<file path="config.mk">
export PLATFORM = sky130hd
export DESIGN_NAME = ultrasonic_echo_ranger_unit_flat
export DESIGN_NICKNAME = d
export VERILOG_FILES = /design/src/sv/uer_pkg.sv /design/src/sv/uer_if.sv /design/src/sv/ultrasonic_echo_ranger_unit.sv /design/src/sv/uer_cfg.sv /design/src/flat_wrapper.sv
export SDC_FILE = /design/constraint.sdc
export NUM_CORES = 1
export LEC_CHECK = 0
export BUFFER_PORTS_ARGS = -buffer_cell sky130_fd_sc_hd__clkbuf_2
export CAP_MARGIN = 20
export CORE_ASPECT_RATIO = 0.7
export CORE_MARGIN = 2
export CORE_UTILIZATION = 45
export CTS_CLUSTER_SIZE = 28
export DETAILED_ROUTE_END_ITERATION = 12
export PLACE_DENSITY = 0.67
export SLEW_MARGIN = 15
export SYNTH_ARGS = -nofsm -noshare
export SYNTH_HDL_FRONTEND = slang
export SYNTH_SLANG_ARGS = --single-unit
</file>
<file path="constraint.sdc">
create_clock -name clk -period 4.2 [get_ports clk]
set_input_delay 0.21 -clock clk [delete_from_list [all_inputs] [get_ports clk]]
set_output_delay 0.21 -clock clk [all_outputs]
set_load 0.1 [all_outputs]
</file>
<file path="src/sv/uer_pkg.sv">
// uer_pkg: shared types and constants of the ultrasonic echo ranger
// phase codes, status codes, register indexes, reset values, config struct
// no dependencies

package uer_pkg;

  localparam int COUNT_BITS = 16;
  localparam int WAIT_BITS  = 24;
  localparam int CFG_IDX_BITS  = 4;
  localparam int CFG_DATA_BITS = 24;
  localparam int STATUS_BITS   = 2;

  localparam logic [COUNT_BITS-1:0] COUNT_MAX = {COUNT_BITS{1'b1}};
  localparam logic [WAIT_BITS-1:0]  WAIT_MAX  = {WAIT_BITS{1'b1}};

  // status codes
  localparam logic [STATUS_BITS-1:0] ST_GOOD     = 2'd0;
  localparam logic [STATUS_BITS-1:0] ST_TIMEOUT  = 2'd1;
  localparam logic [STATUS_BITS-1:0] ST_NOTREADY = 2'd2;

  // register indexes
  localparam logic [CFG_IDX_BITS-1:0] CFG_TRIGGER_TICKS    = 4'd0;
  localparam logic [CFG_IDX_BITS-1:0] CFG_POST_DELAY_TICKS = 4'd1;
  localparam logic [CFG_IDX_BITS-1:0] CFG_NEAR_THRESHOLD   = 4'd2;
  localparam logic [CFG_IDX_BITS-1:0] CFG_WAIT_LIMIT       = 4'd3;

  // register reset values
  localparam logic [COUNT_BITS-1:0] RST_TRIGGER_TICKS    = 16'd20;
  localparam logic [COUNT_BITS-1:0] RST_POST_DELAY_TICKS = 16'd20000;
  localparam logic [COUNT_BITS-1:0] RST_NEAR_THRESHOLD   = 16'd0;
  localparam logic [WAIT_BITS-1:0]  RST_WAIT_LIMIT       = 24'hFFFFFF;

  typedef enum logic [4:0] {
    PH_IDLE = 5'b00001,
    PH_TRIG = 5'b00010,
    PH_RISE = 5'b00100,
    PH_MEAS = 5'b01000,
    PH_POST = 5'b10000
  } phase_t;

  typedef struct packed {
    logic [COUNT_BITS-1:0] trigger_ticks;
    logic [COUNT_BITS-1:0] post_delay_ticks;
    logic [COUNT_BITS-1:0] near_threshold;
    logic [WAIT_BITS-1:0]  wait_limit;
  } cfg_t;

endpackage

</file>
<file path="src/sv/uer_if.sv">
// uer_if: handshake channels of the ultrasonic echo ranger
// input item, result item and register write channels; uses uer_pkg

interface uer_in_if;
  logic valid;
  logic ready;
  logic start_req;
  logic echo_level;
  modport source (output valid, output start_req, output echo_level, input ready);
  modport sink   (input valid, input start_req, input echo_level, output ready);
endinterface

interface uer_out_if;
  logic valid;
  logic ready;
  logic trigger_pin;
  logic busy_res;
  logic done_res;
  logic [uer_pkg::STATUS_BITS-1:0] status;
  logic [uer_pkg::COUNT_BITS-1:0]  echo_width;
  logic object_near;
  modport source (output valid, output trigger_pin, output busy_res, output done_res,
                  output status, output echo_width, output object_near, input ready);
  modport sink   (input valid, input trigger_pin, input busy_res, input done_res,
                  input status, input echo_width, input object_near, output ready);
endinterface

interface uer_cfg_if;
  logic valid;
  logic ready;
  logic [uer_pkg::CFG_IDX_BITS-1:0]  index;
  logic [uer_pkg::CFG_DATA_BITS-1:0] data;
  modport source (output valid, output index, output data, input ready);
  modport sink   (input valid, input index, input data, output ready);
endinterface

</file>
<file path="src/sv/ultrasonic_echo_ranger_unit.sv">
// ultrasonic_echo_ranger_unit: top level of the ultrasonic echo ranger
// sequencer and result register; uses uer_pkg, uer_if and uer_cfg

// Each input item is one prescaled timer tick and yields exactly one result
// item describing the state after that tick. One item is taken every clock
// cycle while the output register is empty or being read; its result is
// registered there and the next item is taken in the same cycle that result
// is read. A start request runs trigger, wait for echo rise, echo measurement
// and post delay; done_res pulses with status good, timeout (echo count
// overflow) or not ready (wait limit). The user must write registers through
// the config channel only while no tick is in flight; this is not enforced.

module ultrasonic_echo_ranger_unit (
  input  logic       clk,
  input  logic       rst,
  uer_in_if.sink     item_in,
  uer_out_if.source  res_out,
  uer_cfg_if.sink    cfg
);

  uer_pkg::cfg_t regs;

  uer_cfg u_cfg (
    .clk  (clk),
    .rst  (rst),
    .cfg  (cfg),
    .regs (regs)
  );

  uer_pkg::phase_t phase, phase_next;
  logic [uer_pkg::COUNT_BITS-1:0] tick_count, tick_count_next;
  logic [uer_pkg::WAIT_BITS-1:0]  wait_count, wait_count_next;
  logic [uer_pkg::COUNT_BITS-1:0] captured_width, captured_width_next;
  logic                           last_echo_level;
  logic                           done_next, near_next;
  logic [uer_pkg::STATUS_BITS-1:0] status_next;

  logic [uer_pkg::COUNT_BITS-1:0] trig_len, post_len, tick_inc;
  logic [uer_pkg::WAIT_BITS-1:0]  wait_inc;
  logic                           accept;

  assign item_in.ready = !res_out.valid || res_out.ready;
  assign accept        = item_in.valid && item_in.ready;

  // zero lengths act like one
  assign trig_len = (regs.trigger_ticks == '0) ?
                    uer_pkg::COUNT_BITS'(1) : regs.trigger_ticks;
  assign post_len = (regs.post_delay_ticks == '0) ?
                    uer_pkg::COUNT_BITS'(1) : regs.post_delay_ticks;
  assign tick_inc = (tick_count == uer_pkg::COUNT_MAX) ? tick_count : tick_count + 1'b1;
  assign wait_inc = (wait_count == uer_pkg::WAIT_MAX) ? wait_count : wait_count + 1'b1;

  always_comb begin
    phase_next          = phase;
    tick_count_next     = tick_count;
    wait_count_next     = wait_count;
    captured_width_next = captured_width;
    done_next           = 1'b0;
    near_next           = 1'b0;
    status_next         = uer_pkg::ST_GOOD;
    if (phase == uer_pkg::PH_IDLE) begin
      if (item_in.start_req) begin
        phase_next      = uer_pkg::PH_TRIG;
        tick_count_next = '0;
        wait_count_next = '0;
      end
    end else if (wait_inc >= regs.wait_limit) begin
      // wait limit is checked ahead of the phase work
      phase_next          = uer_pkg::PH_IDLE;
      tick_count_next     = '0;
      wait_count_next     = '0;
      captured_width_next = '0;
      done_next           = 1'b1;
      status_next         = uer_pkg::ST_NOTREADY;
    end else begin
      wait_count_next = wait_inc;
      unique case (phase)
        uer_pkg::PH_TRIG: begin
          tick_count_next = tick_inc;
          if (tick_inc >= trig_len) begin
            phase_next      = uer_pkg::PH_RISE;
            tick_count_next = '0;
          end
        end
        uer_pkg::PH_RISE: begin
          if (item_in.echo_level && !last_echo_level) begin
            phase_next      = uer_pkg::PH_MEAS;
            tick_count_next = uer_pkg::COUNT_BITS'(1);
          end
        end
        uer_pkg::PH_MEAS: begin
          if (item_in.echo_level) begin
            if (tick_count == uer_pkg::COUNT_MAX) begin
              phase_next          = uer_pkg::PH_IDLE;
              tick_count_next     = '0;
              wait_count_next     = '0;
              captured_width_next = '0;
              done_next           = 1'b1;
              status_next         = uer_pkg::ST_TIMEOUT;
            end else begin
              tick_count_next = tick_count + 1'b1;
            end
          end else begin
            captured_width_next = tick_count;
            phase_next          = uer_pkg::PH_POST;
            tick_count_next     = '0;
          end
        end
        uer_pkg::PH_POST: begin
          tick_count_next = tick_inc;
          if (tick_inc >= post_len) begin
            phase_next      = uer_pkg::PH_IDLE;
            tick_count_next = '0;
            wait_count_next = '0;
            done_next       = 1'b1;
            near_next       = captured_width < regs.near_threshold;
          end
        end
        default: begin
          phase_next          = uer_pkg::PH_IDLE;
          tick_count_next     = '0;
          wait_count_next     = '0;
          captured_width_next = '0;
        end
      endcase
    end
  end

  always_ff @(posedge clk) begin
    if (rst) begin
      phase           <= uer_pkg::PH_IDLE;
      tick_count      <= '0;
      wait_count      <= '0;
      captured_width  <= '0;
      last_echo_level <= 1'b0;
    end else if (accept) begin
      phase           <= phase_next;
      tick_count      <= tick_count_next;
      wait_count      <= wait_count_next;
      captured_width  <= captured_width_next;
      last_echo_level <= item_in.echo_level;
    end
  end

  always_ff @(posedge clk) begin
    if (rst) begin
      res_out.valid <= 1'b0;
    end else if (accept) begin
      res_out.valid <= 1'b1;
    end else if (res_out.ready) begin
      res_out.valid <= 1'b0;
    end
  end

  always_ff @(posedge clk) begin
    if (accept) begin
      res_out.trigger_pin <= phase_next == uer_pkg::PH_TRIG;
      res_out.busy_res    <= phase_next != uer_pkg::PH_IDLE;
      res_out.done_res    <= done_next;
      res_out.status      <= status_next;
      res_out.echo_width  <= captured_width_next;
      res_out.object_near <= near_next;
    end
  end

  a_done_idle: assert property (@(posedge clk) disable iff (rst)
    res_out.valid && res_out.done_res |-> !res_out.busy_res)
    else $error("done reported while still busy");

  a_near_good: assert property (@(posedge clk) disable iff (rst)
    res_out.valid && res_out.object_near |->
      res_out.done_res && res_out.status == uer_pkg::ST_GOOD)
    else $error("object_near without a good done");

  a_abort_clears: assert property (@(posedge clk) disable iff (rst)
    res_out.valid && res_out.status != uer_pkg::ST_GOOD |->
      res_out.done_res && res_out.echo_width == '0)
    else $error("abort left a width or status without done");

  a_item_result: assert property (@(posedge clk) disable iff (rst)
    item_in.valid && item_in.ready |=> res_out.valid)
    else $error("accepted item produced no result");

endmodule

</file>
<file path="src/sv/uer_cfg.sv">
// uer_cfg: configuration register file of the ultrasonic echo ranger
// takes writes from the register channel; uses uer_pkg and uer_cfg_if

module uer_cfg (
  input  logic          clk,
  input  logic          rst,
  uer_cfg_if.sink       cfg,
  output uer_pkg::cfg_t regs
);

  assign cfg.ready = 1'b1;

  always_ff @(posedge clk) begin
    if (rst) begin
      regs.trigger_ticks    <= uer_pkg::RST_TRIGGER_TICKS;
      regs.post_delay_ticks <= uer_pkg::RST_POST_DELAY_TICKS;
      regs.near_threshold   <= uer_pkg::RST_NEAR_THRESHOLD;
      regs.wait_limit       <= uer_pkg::RST_WAIT_LIMIT;
    end else if (cfg.valid) begin
      // indexes past the list are dropped
      case (cfg.index)
        uer_pkg::CFG_TRIGGER_TICKS:
          regs.trigger_ticks <= cfg.data[uer_pkg::COUNT_BITS-1:0];
        uer_pkg::CFG_POST_DELAY_TICKS:
          regs.post_delay_ticks <= cfg.data[uer_pkg::COUNT_BITS-1:0];
        uer_pkg::CFG_NEAR_THRESHOLD:
          regs.near_threshold <= cfg.data[uer_pkg::COUNT_BITS-1:0];
        uer_pkg::CFG_WAIT_LIMIT:
          regs.wait_limit <= cfg.data[uer_pkg::WAIT_BITS-1:0];
        default: begin
        end
      endcase
    end
  end

endmodule
</file>
<file path="src/flat_wrapper.sv">
// flat-port wrapper written by rule: the top's interface ports become plain ports
module ultrasonic_echo_ranger_unit_flat 
  (clk, rst, item_in_valid, item_in_start_req, item_in_echo_level, item_in_ready, res_out_valid, res_out_trigger_pin, res_out_busy_res, res_out_done_res, res_out_status, res_out_echo_width, res_out_object_near, res_out_ready, cfg_valid, cfg_index, cfg_data, cfg_ready);
  uer_in_if item_in_i ();
  uer_out_if res_out_i ();
  uer_cfg_if cfg_i ();
  input  logic clk;
  input  logic rst;
  input wire logic [$bits(item_in_i.valid)-1:0] item_in_valid;
  input wire logic [$bits(item_in_i.start_req)-1:0] item_in_start_req;
  input wire logic [$bits(item_in_i.echo_level)-1:0] item_in_echo_level;
  output wire logic [$bits(item_in_i.ready)-1:0] item_in_ready;
  output wire logic [$bits(res_out_i.valid)-1:0] res_out_valid;
  output wire logic [$bits(res_out_i.trigger_pin)-1:0] res_out_trigger_pin;
  output wire logic [$bits(res_out_i.busy_res)-1:0] res_out_busy_res;
  output wire logic [$bits(res_out_i.done_res)-1:0] res_out_done_res;
  output wire logic [$bits(res_out_i.status)-1:0] res_out_status;
  output wire logic [$bits(res_out_i.echo_width)-1:0] res_out_echo_width;
  output wire logic [$bits(res_out_i.object_near)-1:0] res_out_object_near;
  input wire logic [$bits(res_out_i.ready)-1:0] res_out_ready;
  input wire logic [$bits(cfg_i.valid)-1:0] cfg_valid;
  input wire logic [$bits(cfg_i.index)-1:0] cfg_index;
  input wire logic [$bits(cfg_i.data)-1:0] cfg_data;
  output wire logic [$bits(cfg_i.ready)-1:0] cfg_ready;
  assign item_in_i.valid = item_in_valid;
  assign item_in_i.start_req = item_in_start_req;
  assign item_in_i.echo_level = item_in_echo_level;
  assign item_in_ready = item_in_i.ready;
  assign res_out_valid = res_out_i.valid;
  assign res_out_trigger_pin = res_out_i.trigger_pin;
  assign res_out_busy_res = res_out_i.busy_res;
  assign res_out_done_res = res_out_i.done_res;
  assign res_out_status = res_out_i.status;
  assign res_out_echo_width = res_out_i.echo_width;
  assign res_out_object_near = res_out_i.object_near;
  assign res_out_i.ready = res_out_ready;
  assign cfg_i.valid = cfg_valid;
  assign cfg_i.index = cfg_index;
  assign cfg_i.data = cfg_data;
  assign cfg_ready = cfg_i.ready;
  ultrasonic_echo_ranger_unit u_core (.clk(clk), .rst(rst), .item_in(item_in_i), .res_out(res_out_i), .cfg(cfg_i));
endmodule
</file>
Word-level counts from Yosys, hierarchy flattened
Cells that the tools add are included.
{ "totals": {"ff_bits": 157, "latchBits": 0, "ramBits": 0, "romBits": 0, "in_bits": 35, "out_inout_bits": 25, "elab_cells": 105, "n_memories": 0} }
{ "op_classes": {"n_addsub": 2, "n_mul": 0, "n_div": 0, "magnitude_cmp": 4, "n_eq_ne": 14, "shifts": 0, "muxes": 45, "bitwise_logic": 4, "reduce_logical": 19} }
{ "op_table": {"columns": ["cell", "n"], "rows": [
  ["2-to-1 mux 16 bit", 15],
  ["2-to-1 mux 24 bit", 7],
  ["case mux 24 bit (3 select lines)", 1],
  ["case mux 16 bit (4 select lines)", 1],
  ["2-to-1 mux 5 bit", 8],
  [">= comparator 16 bit", 2],
  ["zero test 16 bit", 2],
  ["case mux 16 bit (2 select lines)", 1],
  ["adder 24 x 1 -> 24 bit (second input constant)", 1],
  ["equality test 24 bit (second input constant)", 1],
  [">= comparator 24 bit", 1],
  ["case mux 5 bit (4 select lines)", 1],
  ["adder 16 x 1 -> 16 bit (second input constant)", 1],
  ["equality test 16 bit (second input constant)", 1],
  ["< comparator 16 bit", 1],
  ["equality test 5 x 2 -> 1 bit (second input constant)", 2],
  ["AND reduction 2 bit", 5],
  ["equality test 4 x 2 -> 1 bit (second input constant)", 2],
  ["OR reduction 4 bit", 2],
  ["2-to-1 mux 1 bit", 7],
  ["2-to-1 mux 2 bit", 3],
  ["equality test 5 x 1 -> 1 bit (second input constant)", 1],
  ["equality test 5 x 3 -> 1 bit (second input constant)", 1],
  ["equality test 5 x 4 -> 1 bit (second input constant)", 1],
  ["other kinds (15)", 20]
]} }

Depth between registers and ports, before layout
Gate-level depths: netlist of run 1.
{ "depth": {"depth_word": 8, "depth_mapped": 17, "ltp_nobuf": 15} }

Cells and area by module
A second synthesis of run 1 with hierarchy kept.
{ "unflattened": {"hier_cells": 1054, "hier_area_um2": 9287.7} }
{ "modules_own_cells": {"columns": ["mod", "instances", "cells_each", "area_per_inst_um2", "seq_area_each_um2"], "rows": [
  ["ultrasonic_echo_ranger_unit", 1, 767, 6342.3, 1921.8],
  ["uer_cfg", 1, 287, 2945.3, 1441.4]
]} }

Worst setup path before layout of run 1
Ideal clock, no wire load.
{ "synth_timing": {"path_type": "register to register", "start": "register u_core.res_out.valid", "end": "register u_core.tick_count[5] in the netlist's numbering", "setup_time_ns": 0.117, "t_arrival_ns": 4.204, "required_time_ns": 4.083, "slack_ns": -0.121, "path_stages_with_launch": 12, "path_buffers": 3, "synth_period_minus_slack_ns": 4.321, "cell_sequence": "dfxtp_1 -> nand2b_1 -> nand2_1 -> clkinv_1 -> o21a_1 -> and3_1 -> buf_2 -> and4bb_1 -> buf_4 -> o21a_1 -> buf_2 -> a22o_1"} }
{ "synth_between": {"elab_chain_len": 4} }
{ "synth_rtl": {"columns": ["item", "line_no", "rtl"], "rows": [
  ["from (decl)", "uer_if.sv:22", "modport source (output valid, output trigger_pin, output busy_res, output done_res,"],
  ["from (signal assigned)", "ultrasonic_echo_ranger_unit.sv:147", "res_out.valid <= 1'b0;"],
  ["from (signal assigned)", "ultrasonic_echo_ranger_unit.sv:149", "res_out.valid <= 1'b1;"],
  ["from (signal assigned)", "ultrasonic_echo_ranger_unit.sv:151", "res_out.valid <= 1'b0;"],
  ["zero test 1 bit", "ultrasonic_echo_ranger_unit.sv:42", "assign item_in.ready = !res_out.valid || res_out.ready;"],
  ["logical OR 1 bit", "ultrasonic_echo_ranger_unit.sv:42", null],
  ["via item_in_ready", "flat_wrapper.sv:12", "output wire logic [$bits(item_in_i.ready)-1:0] item_in_ready;"],
  ["logical AND 1 bit", "ultrasonic_echo_ranger_unit.sv:43", "assign accept = item_in.valid && item_in.ready;"],
  ["via u_core.accept", "ultrasonic_echo_ranger_unit.sv:40", "logic accept;"],
  ["AND reduction 3 bit (no source line)", null, null],
  ["to (signal assigned)", "ultrasonic_echo_ranger_unit.sv:138", "tick_count <= tick_count_next;"],
  ["to (decl)", "ultrasonic_echo_ranger_unit.sv:31", "logic [uer_pkg::COUNT_BITS-1:0] tick_count, tick_count_next;"]
]} }
The timed path passes the listed nets, and every way through them passes these cells.
A chain may end at the register's enable or synchronous reset.

Worst setup path after layout of run 1
{ "layout_timing": {"start": "register u_core.wait_count[1] in the netlist's numbering", "end": "register u_core.res_out.status[0], data pin"} }
{ "layout_between": {"elab_chain_len": 4, "word_cells_on_any_way": 5, "cone_classes": "1 x add/sub; 1 x order compare; 1 x eq/ne; 1 x mux; 1 x reduce/logical"} }
{ "layout_rtl": {"columns": ["item", "line_no", "rtl"], "rows": [
  ["from (decl)", "ultrasonic_echo_ranger_unit.sv:32", "logic [uer_pkg::WAIT_BITS-1:0] wait_count, wait_count_next;"],
  ["from (signal assigned)", "ultrasonic_echo_ranger_unit.sv:139", "wait_count <= wait_count_next;"],
  ["adder 24 x 1 -> 24 bit / equality test 24 bit (equally long branches)", "ultrasonic_echo_ranger_unit.sv:51", "assign wait_inc = (wait_count == uer_pkg::WAIT_MAX) ? wait_count : wait_count + 1'b1;"],
  ["2-to-1 mux 24 bit *", "ultrasonic_echo_ranger_unit.sv:51", null],
  [">= comparator 24 bit *", "ultrasonic_echo_ranger_unit.sv:67", "end else if (wait_inc >= regs.wait_limit) begin"],
  ["OR reduction 4 bit (no source line) *", null, null],
  ["to (signal assigned)", "ultrasonic_echo_ranger_unit.sv:160", "res_out.status <= status_next;"],
  ["to (decl)", "uer_if.sv:23", "output status, output echo_width, output object_near, input ready);"]
]} }
Mark *: on every way between the ends. The rest lies on a longest branch, timed or not.

==> summary.txt, run 1 <==
Global routing
  – Congestion Overflow GR: 0
  – GR Util All Layers: 25.1%
  – Global-route wire length before repair: 39500 microns
  – Largest net degree at the start of global routing: 72
  – Number of global-route vias before repair: 7154
  – Initial antenna violation count: 0

CTS
  – Htree depth: 4
  – Clk pin slew, worst setup/hold paths: 60 ps
  – CTS max path bufs: 2
  – CTS tree: done
  – CTS Root Cell: clkbuf_16
  – Skew-Pair Late Insertion Delay: 440 ps
  – Num CTS Buffers: 17
  – Clk sinks: 157

Die
  – Starting Density: 45.9%
  – IO Count: 60
  – Chip height: 120 microns
  – Die W: 170 microns
  – Core Footprint: 0.0189 sq mm
  – Die area: 0.0205 sq mm
  – Rows: 42

Power
  – Net Switching: 0.000894 W
  – Cell Pwr Density: 332 mW/mm^2
  – Power Total: 0.00337 W
  – Clock Power Share: 44.5%
  – Pleak: 4.26 nW
  – Power share of the sequential group: 46.4%
  – Combinational share of power: 9.1%
  – Max rail drop VDD: 0.244 mV
  – Internal power: 0.00248 W
  – Switching Share: 26.5%

STA
  – Slew HR: 41.5%
  – Final Cycle Share: 95.0%
  – Post-route setup slack: 209 ps
  – Slew Limit Fails: 0
  – Tightest Pin Transition: 878 ps
  – Setup violators final: 0
  – Final Hold Fails: 0
  – Unrepaired setup endpoints after global routing: no
  – Top achievable clock speed: 251 MHz
  – Clock skew: 12.7 ps
  – Min Tclk post-route: 3990 ps

Final layout
  – Layout cell share with drive strength beyond 1: 14.1%
  – Nets: 1229
  – Area growth from synthesis to layout: 16.7%
  – Utilization after layout: 53.6%
  – FILL cells: 1760
  – Ant diodes: 0

Yosys
  – Unique masters post-synth: 66
  – Cells after Synth: 1053
  – Syn Area/Cell: 8.25 sq um
  – YS warnings: 0
  – Register area share after synthesis: 38.7%
  – Most used flip-flop cell after synthesis: dfxtp_1
  – Synth Cell Area: 0.00869 sq mm
  – Synth Register Bits: 157
  – Number of synthesized flops with an enable pin: 22
  – Net count after synthesis: 1162
  – Ys async rst share: 0%

Setup path
  – R2r setup slk: 210 ps
  – WP data arrival: 4190 ps
  – CP max-delay cell: dfxtp_1
  – Crit path capture type: flop
  – Crit-path cells: ha_4 -> nand2_1 -> nor4_4 -> and2_4 -> nand2_1 -> or3_1 -> mux2_4 -> ha_1 -> nand4_1 -> nor2_1 -> nor3_1 -> nand4_1 -> buf_4 -> nor2_1 -> inv_1 -> nor3_1
  – Crit-path max FO: 7
  – Worst setup SP type: flop
  – Crit path kind: flop to flop
  – Kind of cell adding the most delay to the critical path: simple AND/OR/NAND/NOR gates
  – Worst EP required: 4400 ps
  – Crit path buffers/inverters: 2
  – Largest stage delay on the critical path: 410 ps

Drt
  – Metal2 WL: 10300 microns
  – Routed length per placed instance: 18.2 microns
  – Top layer in use: met4
  – DRC viols: 0
  – Routed WL: 25000 microns
  – Metal-1 WL: 12500 microns
  – Via count: 7972
  – Antenna-violating nets left: 0
  – Met3 wire length: 1850 microns
  – TritonRoute pass-1 iters: 6
  – Vias/cell: 5.80
  – Drt initial violations: 725

Place
  – Port buffer count: 58
  – Routability cong.: 0.886
  – Pre-CTS setup slack: -45.9 ps
  – Detail Placement HPWL: 18000 microns

Job
  – Max cap viols: 0

Status
  – Outcome: completed

Worst hold path
  – Hold Path Class: input port to flop
[stage by stage]
step	hold WS [ps]	TNS, ps	area [sq um]	std cells
floorplan	339	0	8690	1053
CTS	0.767	0	10000	1369
global route	35.0	0	10100	1375
detailed placement	446	-114	9380	1331
global placement	435	-11.2	9380	1331
finish	17.0	0	10100	1375
[power groups by stage]
stage | combinational (W) | sequential (W) | clock, W
3_5_place_dp | 0.000297 | 0.00160 | 0
3_3_place_gp | 0.000295 | 0.00160 | 0
2_1_floorplan | 0.000114 | 0.00168 | 0
5_1_grt | 0.000328 | 0.00157 | 0.00158
4_1_cts | 0.000303 | 0.00156 | 0.00152
6_report | 0.000307 | 0.00156 | 0.00150
[path summary, 6_finish.rpt]
check,startpoint,to,cells past startpoint
max,u_core.wait_count[1]$_SDFFE_PP0P_,u_core.res_out.status[0]$_SDFFCE_PP0P_,16
min reg2reg,u_core.u_cfg.regs[25]$_SDFFE_PP0P_,u_core.u_cfg.regs[25]$_SDFFE_PP0P_,2
min,cfg_data[16],u_core.u_cfg.regs[16]$_SDFFE_PP1P_,3
max reg2reg,u_core.wait_count[1]$_SDFFE_PP0P_,u_core.res_out.status[0]$_SDFFCE_PP0P_,16
[synthesized netlist by cell type, types with 6 or more instances]
master	n	area share, %
nor2b_1	7	0.50
nand2b_1	6	0.43
o21ai_0	38	2.2
a32o_1	11	1.3
xnor2_1	15	1.5
ha_1	74	11
clkbuf_1	44	1.9
dfxtp_1	135	31
a22o_1	26	2.6
nor3_1	17	0.98
inv_1	82	3.5
xor2_1	9	0.91
nand4_1	24	1.7
nand2_1	196	8.5
and4_1	6	0.60
nand3_1	38	2.2
nor2_1	39	1.7
edfxtp_1	22	7.6
nor4_1	11	0.79
a21oi_1	98	5.6
or3_1	11	0.79
and3_1	13	0.94
o211ai_1	41	3.5
[logic make-up after synthesis]
group	Yosys count	share of synthesized area, %
xor+xnor	24	2.42
other cells	1	0.0431
simple gates	401	22.5
fa+ha+maj	74	10.7
mux	6	0.777
flops	157	38.7
buf+inv	139	6.16
compound gates	251	18.8
[metal layers]
layer / up-vias / track usage [%]
met3: 24 / 5.30
li1: 3881 / -
met5: - / 0
met2: 311 / 34.7
met1: 3756 / 39.0
met4: 0 / 6.46
[area by class of cell]
type,instances,area (sq um),share of cell area (%)
clock buffers,24,514,5.07
clock inverters,8,53.8,0.531
inverters,83,312,3.07
multi-input cells,757,4900,48.3
flip-flops and latches,157,3370,33.2
well taps,242,303,2.99
repair buffers,104,693,6.84
[registers in the layout, indices dropped and copies added (netlist names)]
signal	cells
u_core.res_out.valid	1
u_core.res_out.object_near	1
u_core.wait_count	24
u_core.res_out.busy_res	1
u_core.captured_width	16
u_core.res_out.done_res	1
u_core.phase	5
u_core.res_out.status	2
u_core.tick_count	16
u_core.u_cfg.regs	72
u_core.res_out.echo_width	16
u_core.last_echo_level	1
u_core.res_out.trigger_pin	1
[cells in the final DEF, fill, tap and decap left out, types with 11 or more instances in the layout]
cell | synthesis | final
nand2_1 | 196 | 196
dfxtp_1 | 135 | 133
a21oi_1 | 98 | 97
inv_1 | 82 | 82
ha_1 | 74 | 73
clkbuf_2 | 0 | 58
o211ai_1 | 41 | 41
nor2_1 | 39 | 38
o21ai_0 | 38 | 38
buf_4 | 2 | 37
nand3_1 | 38 | 36
a22o_1 | 26 | 26
nand4_1 | 24 | 24
edfxtp_1 | 22 | 22
clkbuf_16 | 0 | 20
xnor2_1 | 15 | 15
nor3_1 | 17 | 14
and3_1 | 13 | 13
nor4_1 | 11 | 11
or3_1 | 11 | 11
a32o_1 | 11 | 11
[repair_timing]
item	CTS	global route
hold buffers	6	0
setup endpoints to repair	26	79
gates resized for setup	4	13
gates cloned	0	1
setup buffers	0	4
pin swaps	0	5
endpoints found under the hold margin	6	0
[worst min-delay path, cell delays in order]
cell	delay, ps
clkbuf_2	80
nand2_1	40
o211ai_1	90
No activity file was read; power rests on OpenSTA's default activity.
==> inputs of run 2 (changes only) <==
==> constraint.sdc (replaced) <==
create_clock -name clk -period 4.2 [get_ports clk]
set_input_delay 0.84 -clock clk [delete_from_list [all_inputs] [get_ports clk]]
set_output_delay 0.84 -clock clk [all_outputs]
set_load 0.1 [all_outputs]
==> run 2 against run 1 <==
  * Sequential power is essentially flat
  * Core utilization is essentially flat
  * Clock skew grew 5.2 ps
  * Worst setup slack gained 13 ps
  * Hold slack gained 440 ps
  * Cell area is essentially flat
  * Fmax grew 0.32%
  * Routed wire length shrank 1.0%
  * Register-to-register slack is essentially flat
  * Combinational power is essentially flat
  * Sequential share of layout area is essentially flat
  * Cell count shrank 0.51%
==> summary.txt, run 2 (same netlist as run 1, synthesis figures left out) <==
Status
  – Outcome: completed

STA
  – Min Tclk post-route: 3980 ps (-12.9 ps)
  – Setup violators final: 0 (unchanged)
  – Slew HR: 44.9% (+3.4 points)
  – Tightest Pin Transition: 826 ps (-51.5 ps)
  – Final Cycle Share: 94.7% (-0.31 points)
  – Final Hold Fails: 0 (unchanged)
  – Clock skew: 17.9 ps (+5.20 ps)
  – Slew Limit Fails: 0 (unchanged)
  – Top achievable clock speed: 251 MHz (+0.32%)

CTS
  – Clk pin slew, worst setup/hold paths: 70 ps (about the same)
  – CTS max path bufs: 2 (unchanged)
  – Num CTS Buffers: 17 (unchanged)
  – Htree depth: 4 (unchanged)
  – Skew-Pair Late Insertion Delay: 440 ps (about the same)
  – CTS Root Cell: clkbuf_16
  – Clk sinks: 157 (unchanged)
  – Hold-fix buffers, CTS: 0 (-6)
  – CTS tree: done

Die
  – Rows: 42 (unchanged)
  – Core Footprint: 0.0189 sq mm (unchanged)
  – Die area: 0.0205 sq mm (unchanged)
  – Chip height: 120 microns (unchanged)
  – Starting Density: 45.9% (unchanged)
  – IO Count: 60 (unchanged)
  – Die W: 170 microns (unchanged)

Drt
  – Routed WL: 24800 microns (-1.0%)
  – TritonRoute pass-1 iters: 7 (+1)
  – DRC viols: 0 (unchanged)
  – Antenna-violating nets left: 0 (unchanged)
  – Vias/cell: 5.77 (-0.41%)
  – Via count: 7899 (-0.92%)
  – Drt initial violations: 706 (-2.6%)
  – Routed length per placed instance: 18.1 microns (-0.51%)

Final layout
  – Largest regs: u_core.u_cfg.regs x72, u_core.wait_count x24
  – Ant diodes: 0 (unchanged)
  – Area growth from synthesis to layout: 16.6% (about the same)
  – Top reg by flops: u_core.u_cfg.regs
  – Most frequent cells in the layout: nand2_1, dfxtp_1, a21oi_1
  – Nets: 1222 (-0.57%)
  – Final instance area: 0.0101 sq mm (about the same)
  – Max reg flops: 72 (unchanged)
  – Commonest non-fill, non-tap cell in the layout: nand2_1
  – Layout cell share with drive strength beyond 1: 13.9% (-0.27 points)

Setup path
  – WP data arrival: 4320 ps (+130 ps)
  – Crit path capture type: flop
  – Largest stage delay on the critical path: 470 ps (+60 ps)
  – Crit path kind: flop to flop
  – Crit path buffers/inverters: 2 (unchanged)
  – Worst setup SP type: flop
  – Crit-path cells: ha_1 -> nand4_1 -> nor2_1 -> nand3_1 -> and2_1 -> or3_1 -> ha_1 -> nand2_1 -> nor3_1 -> buf_4 -> a22oi_2 -> o21ai_1 -> nor4_4 -> buf_12 -> a21oi_1 -> nor4_1
  – Kind of cell adding the most delay to the critical path: simple AND/OR/NAND/NOR gates
  – Crit-path max FO: 32 (+25)
  – Worst EP required: 4550 ps (+150 ps)
  – Most common cell on crit path: ha_1
  – CP max-delay cell: dfxtp_1

Global routing
  – GR Util All Layers: 24.8% (-0.34 points)
  – Global-route wire length before repair: 39100 microns (-1.2%)
  – Congestion Overflow GR: 0 (unchanged)
  – Largest net degree at the start of global routing: 72 (unchanged)
  – Number of global-route vias before repair: 7126 (-0.39%)
  – Initial antenna violation count: 0 (unchanged)

Place
  – DP Area: 0.00938 sq mm (about the same)
  – Detail Placement HPWL: 18100 microns (+0.17%)
  – Routability cong.: 0.871 (-1.7%)
  – Port buffer count: 58 (unchanged)

Power
  – Net Switching: 0.000887 W (-0.72%)
  – Clock Power Share: 47.1% (+2.6 points)
  – Cell Pwr Density: 349 mW/mm^2 (+4.9%)
  – Pleak: 4.26 nW (-0.16%)
  – Internal power: 0.00265 W (+6.8%)
  – Combinational share of power: 8.7% (-0.4 points)
  – Switching Share: 25.1% (-1.4 points)
  – Power Total: 0.00353 W (+4.8%)
  – Power share of the sequential group: 44.2% (-2.2 points)
  – Max rail drop VDD: 0.235 mV (-3.7%)

Worst hold path
  – Hold Path Class: flop to flop

Job
  – Max cap viols: 0 (unchanged)
==> run 2: cell count changes in the layout (fill, tap and decap cells not counted), sizes merged <==
| cell | change |
|---|---|
| clkbuf | -4 |
| clkinv | -2 |
| dlygate4sd3 | -6 |
| bufinv | +4 |
| inv | +1 |
==> run 2: timing repair <==
| action | CTS | global route |
|---|---|---|
| pin swaps | 0 | 4 |
| endpoints found under the setup margin | 15 | 62 |
| buffers inserted | 0 | 4 |
| gates cloned | 0 | 1 |
| gates resized for setup | 2 | 20 |
==> run 2: final cells by class <==
cell class | instances | area [sq um]
multi-input combinational | 757 | 4900
sequential | 157 | 3360
timing repair buffer | 97 | 632
inverter | 83 | 312
tap | 242 | 303
clock inverter | 11 | 163
fill | 1760 | 8780
clock buffer | 21 | 462
==> run 2: worst min-delay path: stages (launching register included) <==
cell     delay, ps
dfxtp_1        310
nand2_1         50
a21oi_1         50
==> run 2: per-stage QoR <==
stage | cells | setup TNS (ps) | hold slack [ps] | utilization (%) | setup WS, ps
final | 1368 | 0 | 456 | 53.6 | 222
after global routing | 1368 | -2.94 | 475 | 53.6 | -2.94
after floorplan | 1053 | 0 | 436 | - | 233
after global placement | 1330 | 0 | 445 | 49.6 | 11.6
after CTS | 1362 | 0 | 458 | 52.9 | 27.8
after detailed placement | 1330 | 0 | 450 | 49.6 | 22.4
==> run 2: worst paths after layout <==
check                                                         from                                  to  slack (ps)  cells after the start
worst min register to register  u_core.u_cfg.regs[25]$_SDFFE_PP0P_  u_core.u_cfg.regs[25]$_SDFFE_PP0P_         460                      2
worst max register to register   u_core.tick_count[1]$_SDFFE_PP0P_  u_core.wait_count[21]$_SDFFE_PP0P_         220                     16
worst min-delay path            u_core.u_cfg.regs[25]$_SDFFE_PP0P_  u_core.u_cfg.regs[25]$_SDFFE_PP0P_         460                      2
worst max-delay path             u_core.tick_count[1]$_SDFFE_PP0P_  u_core.wait_count[21]$_SDFFE_PP0P_         220                     16
==> run 2: per-layer routing <==
| layer | routed length (microns) | up-vias | part of all wire, % | track usage, % |
|---|---|---|---|---|
| met1 | 12900 | 3776 | 52 | 39.2 |
| met2 | 10200 | 242 | 41 | 34.6 |
| met3 | 1610 | 9 | 6.5 | 4.91 |
| li1 | - | 3872 | - | - |
| met5 | 0 | - | 0 | 0 |
| met4 | 131 | 0 | 0.53 | 4.27 |
==> run 2: power by group through the flow <==
stage / sequential (W) / clock, W / combinational (W)
6_report: 0.00156 / 0.00167 / 0.000306
5_1_grt: 0.00156 / 0.00174 / 0.000326
4_1_cts: 0.00156 / 0.00168 / 0.000298
3_5_place_dp: 0.00160 / 0 / 0.000296
3_3_place_gp: 0.00160 / 0 / 0.000293
2_1_floorplan: 0.00168 / 0 / 0.000114
